===== config.mk =====
export PLATFORM = sky130hd
export DESIGN_NAME = toy_language_tokenizer_core
export DESIGN_NICKNAME = d
export VERILOG_FILES = /design/src/sv/tlt_pkg.sv /design/src/sv/tlt_lexer.sv /design/src/sv/tlt_queue.sv /design/src/sv/toy_language_tokenizer_core.sv
export SDC_FILE = /design/constraint.sdc
export NUM_CORES = 1
export LEC_CHECK = 0
export BUFFER_PORTS_ARGS = -buffer_cell sky130_fd_sc_hd__buf_2
export CAP_MARGIN = 10
export CELL_PAD_IN_SITES_DETAIL_PLACEMENT = 1
export CELL_PAD_IN_SITES_GLOBAL_PLACEMENT = 2
export CORE_MARGIN = 3
export CORE_UTILIZATION = 38
export DETAILED_ROUTE_END_ITERATION = 10
export PLACE_DENSITY = 0.82
export SYNTH_ARGS = -nofsm -noshare
export SYNTH_HDL_FRONTEND = slang
export SYNTH_SLANG_ARGS = --single-unit

===== constraint.sdc =====
create_clock -name clk -period 4.2 [get_ports clk]
set_input_delay 0.84 -clock clk [delete_from_list [all_inputs] [get_ports clk]]
set_output_delay 0.84 -clock clk [all_outputs]
set_load 0.03 [all_outputs]

===== src/sv/tlt_pkg.sv =====
package tlt_pkg;

    // Field widths
    localparam int LENGTH_BITS   = 8;
    localparam int POSITION_BITS = 16;
    localparam int LINE_BITS     = 16;

    localparam logic [LENGTH_BITS-1:0] LEN_MAX = {LENGTH_BITS{1'b1}};

    // Token kinds
    localparam logic [2:0] K_END = 3'd0;
    localparam logic [2:0] K_SEP = 3'd1;
    localparam logic [2:0] K_OP  = 3'd2;
    localparam logic [2:0] K_INT = 3'd3;
    localparam logic [2:0] K_DEC = 3'd4;
    localparam logic [2:0] K_ID  = 3'd5;
    localparam logic [2:0] K_RES = 3'd6;
    localparam logic [2:0] K_BAD = 3'd7;

    // Scanner modes
    localparam logic [1:0] MODE_START  = 2'd0;
    localparam logic [1:0] MODE_NUMBER = 2'd1;
    localparam logic [1:0] MODE_IDENT  = 2'd2;
    localparam logic [1:0] MODE_PAIR   = 2'd3;

    // Reserved words: integer, double, if, output, fn, return
    localparam int NUM_WORDS = 6;
    localparam logic [7:0] KW_CHARS [0:NUM_WORDS-1][0:7] = '{
        '{"i", "n", "t", "e", "g", "e", "r", 8'h00},
        '{"d", "o", "u", "b", "l", "e", 8'h00, 8'h00},
        '{"i", "f", 8'h00, 8'h00, 8'h00, 8'h00, 8'h00, 8'h00},
        '{"o", "u", "t", "p", "u", "t", 8'h00, 8'h00},
        '{"f", "n", 8'h00, 8'h00, 8'h00, 8'h00, 8'h00, 8'h00},
        '{"r", "e", "t", "u", "r", "n", 8'h00, 8'h00}
    };
    localparam logic [LENGTH_BITS-1:0] KW_LEN [0:NUM_WORDS-1] = '{
        LENGTH_BITS'(7), LENGTH_BITS'(6), LENGTH_BITS'(2),
        LENGTH_BITS'(6), LENGTH_BITS'(2), LENGTH_BITS'(6)
    };

    typedef struct packed {
        logic [2:0]               kind;
        logic [POSITION_BITS-1:0] start;
        logic [LENGTH_BITS-1:0]   length;
        logic [LINE_BITS-1:0]     line;
    } token_t;

    typedef struct packed {
        token_t tok;
        logic   last;
    } result_t;

    // Up to two results per accepted byte, r0 first
    typedef struct packed {
        logic [1:0] count;
        result_t    r0;
        result_t    r1;
    } push_t;

    function automatic logic is_digit(input logic [7:0] b);
        return (b >= "0") && (b <= "9");
    endfunction

    function automatic logic is_letter(input logic [7:0] b);
        return ((b >= "A") && (b <= "Z")) || ((b >= "a") && (b <= "z"));
    endfunction

    function automatic logic is_number_end(input logic [7:0] b);
        return b inside {8'h00, " ", 8'h0a, "(", ")", "{", "}", ",", ";",
                         "+", "-", "*", "/", "<", ">", "=", "!"};
    endfunction

    function automatic logic is_ident_end(input logic [7:0] b);
        return (b == ":") || is_number_end(b);
    endfunction

    function automatic logic [LENGTH_BITS-1:0] sat_inc(input logic [LENGTH_BITS-1:0] v);
        return (v == LEN_MAX) ? v : v + LENGTH_BITS'(1);
    endfunction

    // Drop the words that do not have byte b at place p
    function automatic logic [NUM_WORDS-1:0] kw_match(input logic [NUM_WORDS-1:0]   hits,
                                                      input logic [LENGTH_BITS-1:0] p,
                                                      input logic [7:0]             b);
        logic [NUM_WORDS-1:0] m;
        m = hits;
        for (int i = 0; i < NUM_WORDS; i++)
        begin
            if ((p >= KW_LEN[i]) || (KW_CHARS[i][p[2:0]] != b))
                m[i] = 1'b0;
        end
        return m;
    endfunction

    function automatic logic kw_reserved(input logic [NUM_WORDS-1:0]   hits,
                                         input logic [LENGTH_BITS-1:0] len);
        logic r;
        r = 1'b0;
        for (int i = 0; i < NUM_WORDS; i++)
        begin
            if (hits[i] && (len == KW_LEN[i]))
                r = 1'b1;
        end
        return r;
    endfunction

endpackage


===== src/sv/tlt_lexer.sv =====
module tlt_lexer
    import tlt_pkg::*;
(
    input  logic       clk,
    input  logic       rst_n,
    input  logic       accept,
    input  logic [7:0] char_byte,
    output push_t      push
);

    typedef struct packed {
        logic [7:0]               held;
        logic [1:0]               mode;
        logic                     dot;
        logic [2:0]               kind;
        logic [POSITION_BITS-1:0] start;
        logic [LENGTH_BITS-1:0]   length;
        logic [NUM_WORDS-1:0]     hits;
        logic [POSITION_BITS-1:0] pos;
        logic [LINE_BITS-1:0]     line;
    } scan_t;

    localparam scan_t SCAN_RESET = '{
        held:   8'h00,
        mode:   MODE_START,
        dot:    1'b0,
        kind:   K_END,
        start:  '0,
        length: '0,
        hits:   {NUM_WORDS{1'b1}},
        pos:    '0,
        line:   LINE_BITS'(1)
    };

    scan_t  scan_reg;
    scan_t  scan_next;
    token_t t_mode;
    token_t t_feed;
    logic   e_mode;
    logic   e_feed;
    logic   feed;
    logic   ended;
    logic   pair_op;
    logic   pair_sep;

    // Scanner next state and emitted tokens for the current byte
    always_comb
    begin
        scan_next = scan_reg;
        feed      = 1'b1;
        ended     = 1'b0;
        e_mode    = 1'b0;
        e_feed    = 1'b0;
        t_mode    = '{kind: scan_reg.kind, start: scan_reg.start,
                      length: scan_reg.length, line: scan_reg.line};
        t_feed    = '{kind: K_END, start: scan_reg.pos,
                      length: LENGTH_BITS'(1), line: scan_reg.line};
        pair_op   = 1'b0;
        pair_sep  = 1'b0;

        // Token in progress
        case (scan_reg.mode)
            MODE_NUMBER:
            begin
                if (is_number_end(char_byte))
                begin
                    e_mode         = 1'b1;
                    scan_next.mode = MODE_START;
                end
                else if (is_digit(char_byte))
                begin
                    scan_next.length = sat_inc(scan_reg.length);
                    feed             = 1'b0;
                end
                else if ((char_byte == ".") && !scan_reg.dot)
                begin
                    scan_next.dot    = 1'b1;
                    scan_next.kind   = K_DEC;
                    scan_next.length = sat_inc(scan_reg.length);
                    feed             = 1'b0;
                end
                else
                begin
                    scan_next.length = sat_inc(scan_reg.length);
                    t_mode.kind      = K_BAD;
                    t_mode.length    = scan_next.length;
                    e_mode           = 1'b1;
                    scan_next.mode   = MODE_START;
                    feed             = 1'b0;
                end
            end
            MODE_IDENT:
            begin
                if (is_ident_end(char_byte))
                begin
                    t_mode.kind    = kw_reserved(scan_reg.hits, scan_reg.length) ? K_RES : K_ID;
                    e_mode         = 1'b1;
                    scan_next.mode = MODE_START;
                end
                else if (is_letter(char_byte))
                begin
                    scan_next.hits   = kw_match(scan_reg.hits, scan_reg.length, char_byte);
                    scan_next.length = sat_inc(scan_reg.length);
                    feed             = 1'b0;
                end
                else
                begin
                    scan_next.length = sat_inc(scan_reg.length);
                    t_mode.kind      = K_BAD;
                    t_mode.length    = scan_next.length;
                    e_mode           = 1'b1;
                    scan_next.mode   = MODE_START;
                    feed             = 1'b0;
                end
            end
            MODE_PAIR:
            begin
                pair_op  = ((scan_reg.held inside {":", ">", "!", "="}) && (char_byte == "="))
                        || ((scan_reg.held == "<") && (char_byte inside {"<", "="}));
                pair_sep = (scan_reg.held == "=") && (char_byte == ">");
                e_mode   = 1'b1;
                if (pair_op || pair_sep)
                begin
                    t_mode.kind   = pair_op ? K_OP : K_SEP;
                    t_mode.length = sat_inc(scan_reg.length);
                    feed          = 1'b0;
                end
                else
                begin
                    t_mode.kind = (scan_reg.held inside {"!", "="}) ? K_BAD : K_OP;
                end
                scan_next.mode = MODE_START;
            end
            default:
            begin
                scan_next.mode = MODE_START;
            end
        endcase

        // Byte at token start
        if (feed)
        begin
            case (char_byte)
                8'h00:
                begin
                    e_feed        = 1'b1;
                    t_feed.kind   = K_END;
                    t_feed.length = '0;
                    scan_next     = SCAN_RESET;
                    ended         = 1'b1;
                end
                " ":
                begin
                end
                8'h0a:
                begin
                    scan_next.line = scan_reg.line + LINE_BITS'(1);
                end
                "(", ")", "{", "}", ",", ";":
                begin
                    e_feed      = 1'b1;
                    t_feed.kind = K_SEP;
                end
                "+", "-", "*", "/":
                begin
                    e_feed      = 1'b1;
                    t_feed.kind = K_OP;
                end
                ":", "<", ">", "!", "=":
                begin
                    scan_next.mode   = MODE_PAIR;
                    scan_next.held   = char_byte;
                    scan_next.start  = scan_reg.pos;
                    scan_next.length = LENGTH_BITS'(1);
                end
                default:
                begin
                    if (is_digit(char_byte))
                    begin
                        scan_next.mode   = MODE_NUMBER;
                        scan_next.kind   = K_INT;
                        scan_next.dot    = 1'b0;
                        scan_next.start  = scan_reg.pos;
                        scan_next.length = LENGTH_BITS'(1);
                    end
                    else if (is_letter(char_byte))
                    begin
                        scan_next.mode   = MODE_IDENT;
                        scan_next.kind   = K_ID;
                        scan_next.start  = scan_reg.pos;
                        scan_next.hits   = kw_match({NUM_WORDS{1'b1}}, '0, char_byte);
                        scan_next.length = LENGTH_BITS'(1);
                    end
                    else
                    begin
                        e_feed      = 1'b1;
                        t_feed.kind = K_BAD;
                    end
                end
            endcase
        end

        if (!ended)
            scan_next.pos = scan_reg.pos + POSITION_BITS'(1);
    end

    // Order the results, mark the last one
    always_comb
    begin
        push.r0 = '{tok: t_mode, last: !e_feed};
        push.r1 = '{tok: t_feed, last: 1'b1};
        if (e_mode)
        begin
            push.count = e_feed ? 2'd2 : 2'd1;
        end
        else
        begin
            push.r0    = '{tok: t_feed, last: 1'b1};
            push.count = e_feed ? 2'd1 : 2'd0;
        end
        if (!accept)
            push.count = 2'd0;
    end

    // Scanner state
    always_ff @(posedge clk or negedge rst_n)
    begin
        if (!rst_n)
            scan_reg <= SCAN_RESET;
        else if (accept)
            scan_reg <= scan_next;
    end

endmodule


===== src/sv/tlt_queue.sv =====
module tlt_queue
    import tlt_pkg::*;
(
    input  logic    clk,
    input  logic    rst_n,
    input  push_t   push,
    output logic    space,
    output logic    out_valid,
    input  logic    out_ready,
    output result_t out_data
);

    localparam int DEPTH = 4;

    result_t    mem_reg [DEPTH];
    logic [1:0] wr_ptr_reg;
    logic [1:0] wr_ptr_next;
    logic [1:0] rd_ptr_reg;
    logic [1:0] rd_ptr_next;
    logic [2:0] count_reg;
    logic [2:0] count_next;
    logic       pop;

    assign pop       = out_valid && out_ready;
    assign out_valid = (count_reg != 3'd0);
    assign out_data  = mem_reg[rd_ptr_reg];
    // room for two results from the next byte
    assign space     = (count_reg <= 3'd2);

    always_comb
    begin
        wr_ptr_next = wr_ptr_reg + push.count;
        rd_ptr_next = rd_ptr_reg + {1'b0, pop};
        count_next  = count_reg + {1'b0, push.count} - {2'b00, pop};
    end

    // Result storage
    always_ff @(posedge clk)
    begin
        if (push.count != 2'd0)
            mem_reg[wr_ptr_reg] <= push.r0;
        if (push.count == 2'd2)
            mem_reg[wr_ptr_reg + 2'd1] <= push.r1;
    end

    // Pointers and fill count
    always_ff @(posedge clk or negedge rst_n)
    begin
        if (!rst_n)
        begin
            wr_ptr_reg <= '0;
            rd_ptr_reg <= '0;
            count_reg  <= '0;
        end
        else
        begin
            wr_ptr_reg <= wr_ptr_next;
            rd_ptr_reg <= rd_ptr_next;
            count_reg  <= count_next;
        end
    end

endmodule


===== src/sv/toy_language_tokenizer_core.sv =====
// Streaming tokenizer for a small toy language.
// Slave channel: one text byte per request in s_axis_tdata; a zero byte ends
// the text, emits an END token and returns the scanner to its reset state.
// Master channel: one token per request in m_axis_tdata (kind, start offset,
// length, line); m_axis_tlast marks the last token caused by one input byte.
// A byte gives zero, one or two tokens. Tokens are registered in the result queue
// when the byte that completes them is accepted.
// Throughput: one byte per cycle while the master side keeps up. The scanner
// state is registered and updates with each accepted byte; tokens pass through a four-entry
// result queue, and s_axis_tready is high while at least two entries are free.
// Two bytes that each yield two tokens never follow one another, so with the
// master side always ready the queue holds at most two tokens and never stops input.
// Reset (rst_n low) clears the scanner to line 1, offset 0, and empties the
// queue. When the receiver stalls, queued tokens hold and input stops once
// fewer than two entries are free.
module toy_language_tokenizer_core
    import tlt_pkg::*;
(
    input  logic        clk,
    input  logic        rst_n,
    input  logic        s_axis_tvalid,
    output logic        s_axis_tready,
    input  logic [7:0]  s_axis_tdata,   // [7:0] char_byte
    output logic        m_axis_tvalid,
    input  logic        m_axis_tready,
    output logic [47:0] m_axis_tdata,   // [2:0] token_kind, [18:3] token_start,
                                        // [26:19] token_length, [42:27] token_line, zero fill
    output logic        m_axis_tlast    // last_of_step
);

    localparam int TOK_BITS = 3 + POSITION_BITS + LENGTH_BITS + LINE_BITS;

    push_t   push;
    result_t out_data;
    logic    space;
    logic    accept;

    assign s_axis_tready = space;
    assign accept        = s_axis_tvalid && space;

    // Scanner
    tlt_lexer u_lexer (
        .clk       (clk),
        .rst_n     (rst_n),
        .accept    (accept),
        .char_byte (s_axis_tdata),
        .push      (push)
    );

    // Result queue
    tlt_queue u_queue (
        .clk       (clk),
        .rst_n     (rst_n),
        .push      (push),
        .space     (space),
        .out_valid (m_axis_tvalid),
        .out_ready (m_axis_tready),
        .out_data  (out_data)
    );

    // Pack token fields, kind in the lowest bits
    assign m_axis_tdata = {{(48 - TOK_BITS){1'b0}},
                           out_data.tok.line,
                           out_data.tok.length,
                           out_data.tok.start,
                           out_data.tok.kind};
    assign m_axis_tlast = out_data.last;

endmodule

## Word-level counts from Yosys, hierarchy flattened

Memories as Yosys holds them, arrays and structs flattened.
Index checks and enable logic that the tools add are counted.

| word-level totals | value |
|---|---|
| output and inout port bits | 51 |
| bits in writable memories | 176 |
| ROM bits | 384 |
| bits in latches | 0 |
| word-level logic and storage cells | 244 |
| register bits | 83 |
| input port bits | 12 |
| memories kept | 7 |

| cells by class | value |
|---|---|
| bitwise operators | 2 |
| shift-type cells | 0 |
| mux-type cells | 111 |
| $add $sub $neg | 8 |
| order comparisons | 11 |
| reduce and logical (&&, ||, !) cells | 49 |
| divide/modulo/power cells | 0 |
| equal/unequal tests | 44 |
| $mul | 0 |

Memories:

| name | depth | bits a word | read ports | clocked after Yosys merged registers in | wr ports | RTL line | source |
|---|---|---|---|---|---|---|---|
| u_queue.mem_reg | 4 | 44 | 1 | 0 | 2 | tlt_queue.sv:15 | `result_t mem_reg [DEPTH];` |
| (no name shown) | 8 | 8 | 1 | 0 | 0 | tlt_pkg.sv:89 | `if ((p >= KW_LEN[i]) \|\| (KW_CHARS[i][p[2:0]] != b))` |
| (no name shown) | 8 | 8 | 1 | 0 | 0 | tlt_pkg.sv:89 |  |
| (no name shown) | 8 | 8 | 1 | 0 | 0 | tlt_pkg.sv:89 |  |
| (no name shown) | 8 | 8 | 1 | 0 | 0 | tlt_pkg.sv:89 |  |
| (no name shown) | 8 | 8 | 1 | 0 | 0 | tlt_pkg.sv:89 |  |
| 1 more memories | -- | -- | -- | -- | -- | -- |  |

Operators by type and width:

| cell | number |
|---|---|
| $mux W8 | 21 |
| $eq A8 B6 Y1 const B | 20 |
| $pmux W24 S3 | 1 |
| $mux W68 | 1 |
| $ne A8 B8 Y1 | 6 |
| $mux W44 | 1 |
| $ne A7 B8 Y1 const A | 5 |
| $mux W1 | 38 |
| $mux W6 | 6 |
| $mux W33 | 1 |
| $add A16 B1 Y16 const B | 2 |
| $mux W16 | 2 |
| $pmux W16 S2 | 1 |
| $pmux W8 S2 | 2 |
| $mux W3 | 10 |
| $mux W14 | 2 |
| $mux W27 | 1 |
| $pmux W8 S3 | 1 |
| $mux W2 | 11 |
| $pmux W3 S3 | 2 |
| $reduce_bool A17 Y1 | 1 |
| $reduce_or A17 Y1 | 1 |
| $eq A8 B3 Y1 const B | 2 |
| $eq A8 B7 Y1 const B | 2 |
| other kinds (46) | 85 |

## Logic depth before layout (Yosys ltp)

Gate-level depths: netlist of the first run.

| depth | value |
|---|---|
| word-level depth | 16 |
| mapped depth | 19 |
| gate-level depth less buffers | 12 |

## By module

Synthesis of the first run repeated with hierarchy kept, for this count alone.

| second synthesis, totals | value |
|---|---|
| cell total of the unflattened synthesis | 1257 |
| area, all modules | 15303.4 µm² |

Modules (own cells, without submodules):

| module | sequential area each (µm²) | area each (µm²) | cells an instance | times used |
|---|---|---|---|---|
| tlt_queue | 5460.2 | 8938.6 | 466 | 1 |
| tlt_lexer | 1910.6 | 6317.3 | 784 | 1 |
| toy_language_tokenizer_core | 0.0 | 47.5 | 7 | 1 |

## Worst setup path after synthesis of the first run

OpenSTA, ideal clock, no wires.

| path | value |
|---|---|
| kind | in2reg |
| start | in s_axis_tdata[1] |
| end | mem u_queue.mem_reg[2][10] (netlist bit), data pin |
| data required time | 3.940 ns |
| arrival time | 5.005 ns |
| stages on the path | 15 |
| path buffers | 4 |
| path slack | -1.065 ns |
| library setup time | 0.260 ns |
| cell sequence | buf_6 or4_4 o21a_1 a221o_1 clkbuf_1 a31oi_2 o211a_1 ha_1 clkbuf_1 o21ai_1 nor2_1 nor2_1 inv_1 clkbuf_1 and2_1 |

RTL lines:

| element | RTL line | source |
|---|---|---|
| start: declaration | toy_language_tokenizer_core.sv:23 | `input logic [7:0] s_axis_tdata,` |
| end: declaration | tlt_queue.sv:15 |  |

==> key figures, run 1 <==
Power and ir drop
  – VDD IR-drop max: 323 uV
  – Clock group share of total power: 0.263
  – P_sw: 3.56 mW
  – Sw Share: 0.383
  – Pleak: 6.12 nW
  – PwrDens: 577 nW/um2
  – P_int: 5.75 mW
  – Register share of total power: 0.371
  – Combinational fraction of design power: 0.366
  – Total power: 9.31 mW

Route
  – Total Wirelength: 41,500 um
  – First-pass DRT Iterations: 5
  – Via count: 10,800
  – 1st-iter DRT viols: 639
  – DRC viols: 0
  – Post-route ant nets: 0
  – Drt via density: 5.95
  – Detailed-route wire length per cell: 22.8 um

Synth
  – Synth cell count leaders: edfxtp_1 (144), o21ai_0 (98), nand2_1 (91), dfrtp_1 (76)
  – Top cells by area, synth: edfxtp_1 (31%), dfrtp_1 (14%), mux4_2 (7.1%)
  – Mapped cell area: 13,900 um2
  – Top-area cell type share of the netlist area: 0.311
  – Synth async-reset ratio: 0.320
  – Synth warnings: 0
  – Top FF cell, synth: edfxtp_1
  – Most frequent cell after synthesis: edfxtp_1
  – Netlist cell types: 92
  – Sequential area share after synthesis: 0.506
  – Number of synthesized flops with an enable pin: 144
  – Syn Area/Cell: 11.0 um2
  – Cells after Synth: 1,260
  – Yosys reg bits: 259
  – Cell taking the most area after synthesis: edfxtp_1

STA
  – Endpoints failing hold: 0
  – Final period util: 0.906
  – Max frequency: 0.263 GHz
  – Setup Viol. Count Final: 0
  – Crit path time final: 3800 ps
  – Setup tns final: 0 ps
  – Pin slew with the least headroom to its limit: 959 ps
  – Setup Skew: 27.9 ps
  – Relative slew margins: 0.361
  – Fin Hold WS: 379 ps
  – RSZ-0062 raised after global routing: false
  – Final Max Tran Viols: 0

Global routing
  – Total GRT Usage: 0.211
  – Overflow after GRT: 0
  – Vias in the first global route: 11,400
  – Pin count of the biggest net entering global routing: 58
  – Initial antenna violation count: 0
  – First-pass GRT wire length: 65,900 um

Floorplanning
  – IO Count: 63
  – Die width: 197 um
  – Row cnt: 69
  – Std-Cell Core Area: 35,800 um2
  – Die area: 39,000 um2
  – Starting Density: 0.389
  – Die height: 197 um

Cells and area
  – Fin nets: 1,370
  – Ant diodes: 0
  – Syn-to-layout area delta: 16.0%
  – Post-route cell area: 16,100 um2
  – Layout cells sized above 1: 0.201
  – Max FFs per register: 176
  – Fin util: 0.451

Clock tree
  – CTS tree: yes
  – CTS sink count: 259
  – Clk buf depth: 3
  – Total CTS buffers: 28
  – Latest clock arrival within the worst-skew pair: 570 ps
  – PostCTS Resize Cnt: 0
  – Postcts setup bufs: 0
  – H-Tree Depth: 1
  – Root buffer cell: clkbuf_16
  – Hold_buf cts: 0
  – Clk slew on worst S/H paths: 60 ps

Outcome
  – Status: finished clean

Setup path
  – Crit Path Class: in2reg
  – Critical Path AT: 4220 ps
  – Worst Setup End Kind: flop
  – Worst-path maximum fanout: 16
  – Crit start category: input pin
  – Required time of the critical path: 4610 ps
  – Reg2Reg Depth: 11

Placement
  – Global placer's final weighted congestion: 0.911
  – Post-DP Area: 15,200 um2
  – Dpl hpwl: 29,100 um
  – Number of buffers added on ports: 57

Run
  – Max-cap violations: 0

Hold path
  – Min-Delay Path Class: in2async
[per-stage QoR]
stage          std cells  setup slack (ps)
2_1_floorplan       1264             -3.70
3_3_place_gp        1770              30.3
3_5_place_dp        1770             -58.4
4_1_cts             1821               472
5_1_grt             1821               181
6_report            1821               397
[path summary, 6_finish.rpt]
path	from	end	slack, ps
max	s_axis_tdata[2]	u_queue.mem_reg[0][26]	400
min	rst_n	u_lexer.push[14]	380
max reg2reg	u_lexer.scan_reg[75]	u_queue.mem_reg[0][26]	430
min reg2reg	u_queue.mem_reg[1][19]	u_queue.mem_reg[1][19]	450
max in group asynchronous	rst_n	u_lexer.push[1]	3010
min in group clk	u_queue.mem_reg[1][19]	u_queue.mem_reg[1][19]	450
[power groups by stage]
stage               Clock, mW  Sequential [mW]  Combinational [mW]
CTS                      2.51             3.46                3.42
finish                   2.45             3.46                3.41
global route             2.62             3.52                3.66
floorplan                   0             3.19                2.54
global placement            0             3.48                3.33
detailed placement          0             3.51                3.41
[layout make-up]
| cell class | instances | area [um2] |
|---|---|---|
| clock buffer | 41 | 803 |
| inverter | 33 | 125 |
| timing repair buffer | 143 | 1110 |
| tap | 461 | 577 |
| fill | 3827 | 19700 |
| sequential | 259 | 7060 |
| multi-input combinational | 874 | 6350 |
| clock inverter | 10 | 120 |
[per-layer routing]
metal / wire (um) / GRT usage / vias to the layer above
met5: 0 / 0 / -
met4: 686 / 0.0444 / 0
met3: 1810 / 0.0261 / 53
met2: 21100 / 0.374 / 254
met1: 17900 / 0.279 / 5578
li1: - / - / 4957
[placed cells by master, fill, tap and decap left out, drive strengths merged, types with 16 or more instances in the layout]
| cell | instances |
|---|---|
| inv | 32 |
| o22ai | 16 |
| dfrtp | 76 |
| nand2 | 91 |
| nand3 | 41 |
| nor3 | 27 |
| ha | 18 |
| a21o | 20 |
| a22o | 72 |
| a31oi | 23 |
| mux4 | 44 |
| o21ai | 106 |
| buf | 143 |
| a21oi | 35 |
| dfxtp | 32 |
| edfxtp | 144 |
| nor2 | 73 |
| clkbuf | 41 |
| and2 | 72 |
| and3 | 23 |
[cells by family after synthesis]
| logic type | share of synthesized area |
|---|---|
| AO/OA/AOI/OAI | 0.193 |
| XOR/XNOR | 0.0176 |
| adder cells (fa/ha/maj) | 0.0176 |
| buffers and inverters | 0.0414 |
| flip-flops | 0.506 |
| multiplexers | 0.0758 |
| other | 0.000269 |
| AND/OR/NAND/NOR | 0.148 |
[worst max-delay path, cell delays in order]
cell	delay [ps]
buf_2	110
buf_4	210
nor2_1	110
a32oi_1	380
o21ai_1	230
o21ai_1	310
a31oi_4	130
o211a_1	180
ha_1	370
o21ai_4	60
or3_1	350
nor2_2	660
a22o_1	250
(Power assumes the default switching activity.)
==> run 2, diff against run 1 <==
--- a/config.mk
+++ b/config.mk
@@ -12,7 +12,7 @@
 export CORE_MARGIN = 3
 export CORE_UTILIZATION = 38
 export DETAILED_ROUTE_END_ITERATION = 10
-export PLACE_DENSITY = 0.82
+export PLACE_DENSITY = 0.79
 export SYNTH_ARGS = -nofsm -noshare
 export SYNTH_HDL_FRONTEND = slang
 export SYNTH_SLANG_ARGS = --single-unit
==> run 2 against run 1 <==
Register-to-register slack worse by 30 ps. Fmax grew 0.11%. Clock power is 2% lower. First-iteration DRC count is 15% higher. Power fell by 0.32%. Non-clock buffer count up 4. Largest cell class unchanged. Hold slack worse by 120 ps. Critical path type is now reg2reg. Wire length decreased by 0.17%. Clock skew barely moved.
==> key figures, run 2 (synthesized netlist as in run 1, its figures left out) <==
Global routing
  – Initial antenna violation count: 1 (+1)
  – Overflow after GRT: 0 (unchanged)
  – First-pass GRT wire length: 66,500 um (+0.90%)
  – Total GRT Usage: 0.214 (+0.00250)
  – Vias in the first global route: 11,500 (+0.81%)
  – Pin count of the biggest net entering global routing: 35 (-40%)

Placement
  – Post-DP Area: 15,300 um2 (+0.36%)
  – Dpl hpwl: 29,100 um (+0.19%)
  – Pre-CTS setup slack: -67.6 ps (-9.29 ps)
  – Number of buffers added on ports: 57 (unchanged)
  – Global placer's final weighted congestion: 0.895 (-1.8%)

STA
  – Setup Skew: 27.7 ps (-0.179 ps)
  – Relative slew margins: 0.392 (+0.0308)
  – Final period util: 0.905 (-0.00101)
  – Pin slew with the least headroom to its limit: 912 ps (-47.2 ps)
  – Max frequency: 0.263 GHz (+0.11%)
  – Setup Viol. Count Final: 0 (unchanged)
  – PnR worst setup slack: 401 ps (+4.23 ps)
  – Final Max Tran Viols: 0 (unchanged)
  – Fin Hold WS: 264 ps (-115 ps)
  – Endpoints failing hold: 0 (unchanged)
  – RSZ-0062 raised after global routing: false
  – Crit path time final: 3800 ps (-4.23 ps)

Cells and area
  – Ant diodes: 0 (unchanged)
  – Layout cells sized above 1: 0.204 (+0.00366)
  – Final-layout fill cell count: 3,832 (+0.13%)
  – Max FFs per register: 176 (unchanged)
  – Syn-to-layout area delta: 16.2%
  – Post-route cell area: 16,200 um2 (+0.20%)
  – Fin nets: 1,374 (+0.29%)
  – Most common cell after layout, fill and taps aside: edfxtp_1
  – Fin util: 0.451 (+0.000908)
  – Commonest cells after routing, fill and taps aside: edfxtp_1 (144), o21ai_0 (97), nand2_1 (91), buf_4 (75), dfrtp_1 (74)

Setup path
  – Reg2Reg Depth: 11 (unchanged)
  – Worst path cell trace: nor3b_1 > o2111ai_1 > a21o_1 > a21oi_2 > a31oi_4 > o211a_1 > ha_1 > o21ai_4 > or3_1 > nor2_2 > a22o_1
  – Required time of the critical path: 4630 ps (+20 ps)
  – Worst path max stage delay: 700 ps (+40 ps)
  – Reg2reg setup slack: 400 ps (-30 ps)
  – Critical Path AT: 4220 ps (about the same)
  – Crit start category: flop
  – Worst Setup End Kind: flop
  – Slowest CP cell: nor2_2
  – Crit Path Class: reg2reg
  – Worst-path maximum fanout: 16 (unchanged)
  – R2r endpoint: u_queue.mem_reg[0][39]
  – RR Startpoint: u_lexer.scan_reg[75]

Power and ir drop
  – PwrDens: 574 nW/um2 (-0.52%)
  – Pleak: 6.14 nW (+0.26%)
  – VDD IR-drop max: 316 uV (-2.1%)

Clock tree
  – H-Tree Depth: 1 (unchanged)
  – CTS sink count: 259 (unchanged)
  – Total CTS buffers: 28 (unchanged)
  – Root buffer cell: clkbuf_16
  – PostCTS Resize Cnt: 0 (unchanged)
  – Clk slew on worst S/H paths: 60 ps (about the same)
  – Postcts setup bufs: 0 (unchanged)
  – CTS tree: yes
  – Clk buf depth: 3 (unchanged)
  – Latest clock arrival within the worst-skew pair: 560 ps (about the same)
  – Hold_buf cts: 0 (unchanged)

Floorplanning
  – Row cnt: 69 (unchanged)
  – Std-Cell Core Area: 35,800 um2 (unchanged)
  – IO Count: 63 (unchanged)
  – Die height: 197 um (unchanged)
  – Die width: 197 um (unchanged)
  – Die area: 39,000 um2 (unchanged)
  – Starting Density: 0.389 (unchanged)

Route
  – Via count: 10,800 (-0.53%)
  – First-pass DRT Iterations: 5 (unchanged)
  – Post-route ant nets: 0 (unchanged)
  – DRC viols: 0 (unchanged)
  – Total Wirelength: 41,500 um (-0.17%)
  – 1st-iter DRT viols: 734 (+15%)
  – Drt via density: 5.91 (-0.80%)
  – Detailed-route wire length per cell: 22.7 um (-0.45%)

Outcome
  – Status: finished clean

Run
  – Max-cap violations: 0 (unchanged)

Hold path
  – Min-Delay Path Class: in2async
run 2: cell types whose count changed in the layout (fill, tap and decap cells not counted), sizes merged:
cell      change
buf           +4
bufinv        -1
clkinvlp      +1
inv           +1
run 2: metal layers:
metal  global-route usage  part of all wire  vias to the layer above
met5                    0           0.00031                        -
met2                0.374              0.49                      229
li1                     -                 -                     4970
met4               0.0404             0.016                        2
met1                0.288              0.45                     5530
met3               0.0269             0.044                       54
run 2: cell type report:
cell class              count  area (um2)  share of cell area
repair buffers            147        1160              0.0719
clock inverters            11         111             0.00688
multi-input cells         874        6350               0.393
inverters                  33         125             0.00774
well taps                 461         577              0.0357
flip-flops and latches    259        7060               0.436
clock buffers              41         790              0.0488
run 2: per-stage QoR:
| stage | TNS, ps | std cells | power [mW] |
|---|---|---|---|
| final | 0 | 1826 | 9.28 |
| after global routing | 0 | 1826 | 9.79 |
| after CTS | 0 | 1826 | 9.35 |
| after detailed placement | -853 | 1774 | 6.93 |
| after global placement | 0 | 1774 | 6.85 |
| after floorplan | -78.1 | 1264 | 5.74 |
run 2: worst max-delay path by stage:
stage,to,from,slack [ps]
floorplan,u_queue.mem_reg[0][10],s_axis_tdata[1],-4
global placement,u_queue.mem_reg[0][38],s_axis_tdata[0],6
detailed placement,u_queue.mem_reg[0][39],s_axis_tdata[0],-70
CTS,u_queue.mem_reg[0][39],u_lexer.scan_reg[75],460
global route,u_queue.mem_reg[0][39],u_lexer.scan_reg[75],110
finish,u_queue.mem_reg[0][39],u_lexer.scan_reg[75],400
run 2: worst max-delay path, delay by kind of cell, from the launching register on:
kind	cells	cell delay (ps)
AO/OA/AOI/OAI	7	1410
AND/OR/NAND/NOR	3	1520
adder cells (fa/ha/maj)	1	350
flip-flops	1	380
run 2: report_power, final:
group | internal [mW] | switching [mW]
Sequential | 3.02 | 0.403
Combinational | 1.30 | 2.16
Clock | 1.37 | 1.03
Total | 5.69 | 3.59
